<file path="src/hdl/assert_macros.svh">
// Assertion macros used by huffman_bit_packer.sv.
// Each macro checks a property on the rising edge of a clock.
// HBP_ASSERT is disabled while the active-low reset is asserted.
// HBP_ASSERT_ALWAYS is also checked during reset.
`ifndef ASSERT_MACROS_SVH
`define ASSERT_MACROS_SVH

`ifndef SYNTHESIS

`define HBP_ASSERT(label, clk, rst_n, prop, msg) \
  label: assert property (@(posedge clk) disable iff (!rst_n) prop) else $error(msg);

`define HBP_ASSERT_ALWAYS(label, clk, prop, msg) \
  label: assert property (@(posedge clk) prop) else $error(msg);

`else

`define HBP_ASSERT(label, clk, rst_n, prop, msg)

`define HBP_ASSERT_ALWAYS(label, clk, prop, msg)

`endif

`endif

</file>
<file path="src/hdl/hbp_pkg.sv">
`default_nettype none

package hbp_pkg;

  // Table size and code length bounds
  localparam int SYMBOL_COUNT = 256;
  localparam int MAX_CODE_LEN = 32;
  localparam int CODE_W       = 32;
  localparam int LEN_LIMIT    = (MAX_CODE_LEN < CODE_W) ? MAX_CODE_LEN : CODE_W;
  localparam int LEN_W        = $clog2(LEN_LIMIT + 1);
  localparam int SYM_AW       = (SYMBOL_COUNT > 1) ? $clog2(SYMBOL_COUNT) : 1;

  // Byte accumulator
  localparam int BYTE_W = 8;
  localparam int FB_W   = 4;
  localparam int CNT_W  = (LEN_W > FB_W) ? LEN_W : FB_W;
  localparam logic [FB_W-1:0] FB_EMPTY = FB_W'(BYTE_W);

  // Input field widths
  localparam int CMD_W     = 2;
  localparam int SYM_W     = 8;
  localparam int IN_LEN_W  = 6;

  typedef enum logic [CMD_W-1:0] {
    CMD_LOAD   = 2'd0,
    CMD_ENCODE = 2'd1,
    CMD_FLUSH  = 2'd2
  } cmd_t;

  typedef enum logic [2:0] {
    S_IDLE,
    S_LOOK,
    S_PACK,
    S_FLUSH_DATA,
    S_FLUSH_TAIL
  } state_t;

  // Table read result
  typedef struct packed {
    logic              valid;
    logic [LEN_W-1:0]  len;
    logic [CODE_W-1:0] code;
  } tbl_rd_t;

  // Request to the merge unit
  typedef struct packed {
    logic [CODE_W-1:0] code;
    logic [LEN_W-1:0]  rem;
    logic [FB_W-1:0]   free;
    logic [BYTE_W-1:0] pending;
  } pack_req_t;

  // Result of one merge step
  typedef struct packed {
    logic [LEN_W-1:0]  rem;
    logic [FB_W-1:0]   free;
    logic [BYTE_W-1:0] pending;
    logic              byte_done;
  } pack_rsp_t;

endpackage

`default_nettype wire

</file>
<file path="src/hdl/hbp_merge_unit.sv">
`default_nettype none

module hbp_merge_unit
  import hbp_pkg::*;
(
  input  wire pack_req_t req,
  output pack_rsp_t      rsp
);

  logic [CNT_W-1:0]  rem_e;
  logic [CNT_W-1:0]  free_e;
  logic [CNT_W-1:0]  take_e;
  logic [FB_W-1:0]   take;
  logic [LEN_W-1:0]  shamt;
  logic [CODE_W-1:0] shifted;
  logic [BYTE_W:0]   mask9;
  logic [BYTE_W-1:0] chunk;
  logic [FB_W-1:0]   free_new;

  // Take as many code bits as fit into the free part of the byte
  always_comb begin
    rem_e    = CNT_W'(req.rem);
    free_e   = CNT_W'(req.free);
    take_e   = (rem_e < free_e) ? rem_e : free_e;
    take     = take_e[FB_W-1:0];
    shamt    = req.rem - LEN_W'(take);
    shifted  = req.code >> shamt;
    mask9    = ((BYTE_W+1)'(1) << take) - (BYTE_W+1)'(1);
    chunk    = shifted[BYTE_W-1:0] & mask9[BYTE_W-1:0];
    free_new = req.free - take;

    rsp.rem       = shamt;
    rsp.free      = free_new;
    rsp.pending   = req.pending | (chunk << (req.free - take));
    rsp.byte_done = (free_new == '0);
  end

endmodule

`default_nettype wire

</file>
<file path="config.mk">
export PLATFORM = sky130hd
export DESIGN_NAME = hbp_merge_unit
export DESIGN_NICKNAME = d
export VERILOG_FILES = /design/src/hdl/assert_macros.svh /design/src/hdl/hbp_pkg.sv /design/src/hdl/hbp_merge_unit.sv
export SDC_FILE = /design/constraint.sdc
export NUM_CORES = 1
export LEC_CHECK = 0
export ABC_CLOCK_PERIOD_IN_PS = 16200
export BUFFER_PORTS_ARGS = -buffer_cell sky130_fd_sc_hd__buf_2
export CAP_MARGIN = 25
export CORE_ASPECT_RATIO = 1.1
export CORE_MARGIN = 2
export CORE_UTILIZATION = 60
export DETAILED_ROUTE_END_ITERATION = 8
export PLACE_DENSITY = 0.9
export REMOVE_ABC_BUFFERS = 1
export SLEW_MARGIN = 20
export SYNTH_ARGS = -nofsm -noshare
export SYNTH_HDL_FRONTEND = slang
export SYNTH_SLANG_ARGS = --single-unit
</file>
<file path="constraint.sdc">
create_clock -name vclk -period 16.2
set_input_delay 3.24 -clock vclk [all_inputs]
set_output_delay 3.24 -clock vclk [all_outputs]
set_load 0.005 [all_outputs]
</file>
# Yosys cells after proc, flatten, opt, wreduce, memory -nomap -nowiden
# Cells that the tools add are included.
op_classes:
  n_mux: 1
  order_cmp: 1
  reduce_logical: 1
  shifts: 3
  add_sub_neg: 3
  bitwise_logic: 2
ops:
  columns: ["cell", "n"]
  rows:
  - [">> shifter 32 x 6 -> 8 bit", 1]
  - ["AND 8 bit", 1]
  - ["OR 8 bit", 1]
  - ["left shift 1 x 4 -> 8 bit (first input constant)", 1]
  - ["left shift 8 x 4 -> 8 bit", 1]
  - ["subtractor 8 x 2 -> 8 bit (second input constant)", 1]
  - ["< comparator 6 x 4 -> 1 bit", 1]
  - ["subtractor 6 x 4 -> 6 bit", 1]
  - ["logical NOT 4 bit", 1]
  - ["2-to-1 mux 4 bit", 1]
  - ["subtractor 4 bit", 1]
totals:
  output_inout_bits: 19
  regBits: 0
  inputBits: 50

# Depth between registers and ports, before layout
logic_depth:
  ltp_word: 7
  depth_mapped: 21

# Worst setup path before layout
# Ideal clock, no wire load.
synth_timing:
  path_type: "in2out"
  start: "input port req[10] (netlist name)"
  end: "output port rsp[8] (netlist name)"
  arrival_time_ns: 7.673
  path_slack_ns: 5.287
  stages: 19
  path_buffers: 4
  path_cell_list: "buf_2 -> inv_1 -> ha_1 -> o211ai_2 -> o21ai_4 -> clkbuf_1 -> nor2_1 -> a21oi_1 -> inv_1 -> fa_1 -> clkbuf_1 -> clkbuf_1 -> mux4_2 -> mux2i_1 -> mux2i_1 -> mux2_2 -> a32oi_1 -> o22ai_1 -> a2111o_1"
synth_rtl:
  columns: ["element", "line", "rtl"]
  rows:
  - ["start, declared", "hbp_merge_unit.sv:6", "input wire pack_req_t req,"]
  - ["end, declared", "hbp_merge_unit.sv:7", "output pack_rsp_t rsp"]

==> PnR_summary.wiki <==
{| class="wikitable"
! Metric !! Value
|-
| Worst slew margin || 0.4065
|-
| DRC Markers || 0
|-
| Total buffers and inverters traversed by the critical path || 6
|-
| Floorplan Core Area || a little under 0.004 sq mm
|-
| DRT Wirelength || 6.726 mm
|-
| Clock buffer cells || 0
|-
| Most area-consuming cells after synthesis || mux2i_1 21%, mux4_2 12%, mux2_2 5.4%
|-
| Cell with the largest stage delay on the worst path || fa_1
|-
| Crit-path cells || buf_2 -> inv_1 -> ha_1 -> a2111oi_4 -> o21ai_4 -> a21oi_1 -> inv_1 -> fa_1 -> buf_4 -> inv_1 -> a211oi_1 -> a21oi_1 -> mux2i_1 -> mux2_1 -> mux2i_1 -> a32oi_1 -> o22ai_1 -> a2111o_1 -> buf_2
|-
| Area share of the largest cell type after synthesis || 0.2052
|-
| Leak || 1.287 nW
|-
| Placer congestion estimate || 0.9295
|-
| Sequential cell area || 0 sq um
|-
| Number of cells upsized or downsized after cts || 0
|-
| Number of vias in the routed layout || approximately 2700
|-
| Wire length of the first global-routing pass || 10.99 mm
|-
| Die height || just over 70 um
|-
| Floorplan die area || approximately 0.0047 sq mm
|-
| Filler cells || around 330
|-
| Worst path max stage delay || ~520 ps
|-
| RSZ-0062 raised after global routing || no
|-
| Total iterations of the first detailed-routing run || 5
|-
| Result of the run || finished, final reports clean
|-
| Number of sequential storage elements || 0
|-
| Maxcap violations || 0
|-
| Number of nets in the layout || about 430
|-
| Crit share post-route || 0.7097
|-
| Hold_buf cts || 0
|-
| Maximum operating frequency || slightly below 0.09 GHz
|-
| Unique masters post-synth || 58
|-
| Floorplan row count || 24
|-
| Layout Area Growth over Synthesis || 13.98%
|-
| Layout cell share with drive strength beyond 1 || 0.3077
|-
| Setup fix buffers added after clock tree synthesis || 0
|-
| Drt first-iter violations || 197
|-
| Post-detailed-route via-to-cell ratio || around 6.4
|-
| Antenna cell count || 0
|-
| GRT Residual Overflow || 0
|-
| Post-detailed-placement half-perimeter wirelength || between 5 and 6 mm
|-
| Share of the yosys chip area belonging to registers || 0
|-
| Warnings, synthesis || 0
|-
| Routed wirelength normalized by instance count || 16.17 um
|-
| Chip width || around 65 um
|-
| Setup tns final || 0 ps
|-
| Mapped Area || approximately 0.0025 sq mm
|-
| Gate count of the mapped netlist || about 310
|-
| P per Cell Area || about 70 mW/mm^2
|-
| Endpoint kind of the worst setup timing path || primary output
|-
| Transition time at the pin with the least slew margin || 890.3 ps
|-
| Hold_ws || just under 7000 ps
|-
| Final-report setup violation count || 0
|-
| Crit path top cell by count || inv_1
|-
| Vias in the first global route || 2428
|-
| Worst EP arrival || slightly above 8000 ps
|-
| Highest ir drop seen on vdd || just under 40 uV
|-
| Fin crit period || about 11000 ps
|-
| Port Buf Inserts || 69
|-
| Post-synthesis average cell area || between 7 and 8 sq um
|-
| Commonest cells after routing, fill and taps aside || 69 x buf_2, 51 x mux2i_1, 31 x nor2_1
|-
| Final-report hold violation count || 0
|-
| Final slew viol count || 0
|-
| Setup CP Type || primary input to primary output
|-
| Critical Path Source Type || primary input
|-
| Critical path data required time || around 13000 ps
|-
| Total routing usage reported by global routing || 0.2842
|-
| IO Count || 69
|-
| Pin count of the biggest net entering global routing || 39
|-
| Most frequent standard cell in the layout excluding fill and tap cells || buf_2
|-
| Area used by multi-input combinational logic || between 0.002 and 0.0025 sq mm
|-
| Family of cells with the greatest summed delay on the critical path || compound AO/OA/AOI/OAI gates
|-
| Number of antenna violations at the first check in global routing || 0
|-
| Initial Util || 0.6275
|-
| Post-synth top area cell || mux2i_1
|-
| Peak fanout along the critical path || 38
|-
| Hold crit path type || primary input to primary output
|-
| Antenna-violating nets left || 0
|}
-- logic make-up after synthesis --
logic type / synth area share
AND/OR/NAND/NOR: 0.1715
AO/OA/AOI/OAI: 0.2681
multiplexers: 0.3979
buffers and inverters: 0.07243
adder cells (fa/ha/maj): 0.06137
XOR/XNOR: 0.02868
-- cell usage after synthesis, types with 3 or more instances --
cell type,n
nand4_1,3
o22ai_1,4
a211oi_1,7
mux4_2,13
and3_1,6
o21a_1,4
nor2b_1,6
ha_1,9
clkbuf_1,12
a21oi_1,18
mux2i_1,51
nand2b_1,3
buf_6,3
o211ai_2,3
xnor2_1,3
nor2_1,31
and2_1,4
buf_2,6
nor3_1,5
o21ai_0,17
nand2_1,19
o2111ai_1,3
inv_1,18
mux2_2,12
a21o_1,3
nand3_1,6
o31ai_1,4
-- worst paths after layout --
path	startpoint	end	slack, ps	cells after the start
min	req[1]	rsp[2]	6720	3
max	req[11]	rsp[8]	4700	19
-- through the flow --
stage / total power, mW / cells / worst slack, ps / utilization / area [sq um]
final: 0.1998 / 416 / 4702 / 0.7153 / 2835
after global routing: 0.2178 / 416 / 4274 / 0.7153 / 2835
after CTS: 0.1946 / 415 / 4527 / 0.7083 / 2808
after detailed placement: 0.1935 / 415 / 4549 / 0.7083 / 2808
after global placement: 0.1884 / 415 / 4836 / 0.7083 / 2808
after floorplan: 0.1472 / 293 / 5005 / - / 2379
-- worst min-delay path, delay by kind of cell --
family | cells | cell delay (ps)
buf+inv | 2 | 170
compound gates | 1 | 70
-- power breakdown --
group	switching [mW]	internal, mW	leakage (nW)
combinational	0.110	0.0903	1.29
sequential	0	0	0
clock	0	0	0
-- cell type report --
type,instances,area share
Multi-Input combinational cell,274,0.8177
Timing Repair Buffer,71,0.1342
Inverter,19,0.02515
Tap cell,52,0.02295
-- layer usage --
metal	part of all wire	GRT usage	vias to the layer above	wire length [um]
met1	0.43	0.3931	1203	2906
met2	0.47	0.4728	127	3158
met3	0.070	0.02512	19	473
met4	0.028	0.08333	0	189
met5	0	0	-	0
li1	-	-	1306	-
No activity file was read; power rests on OpenSTA's default activity.
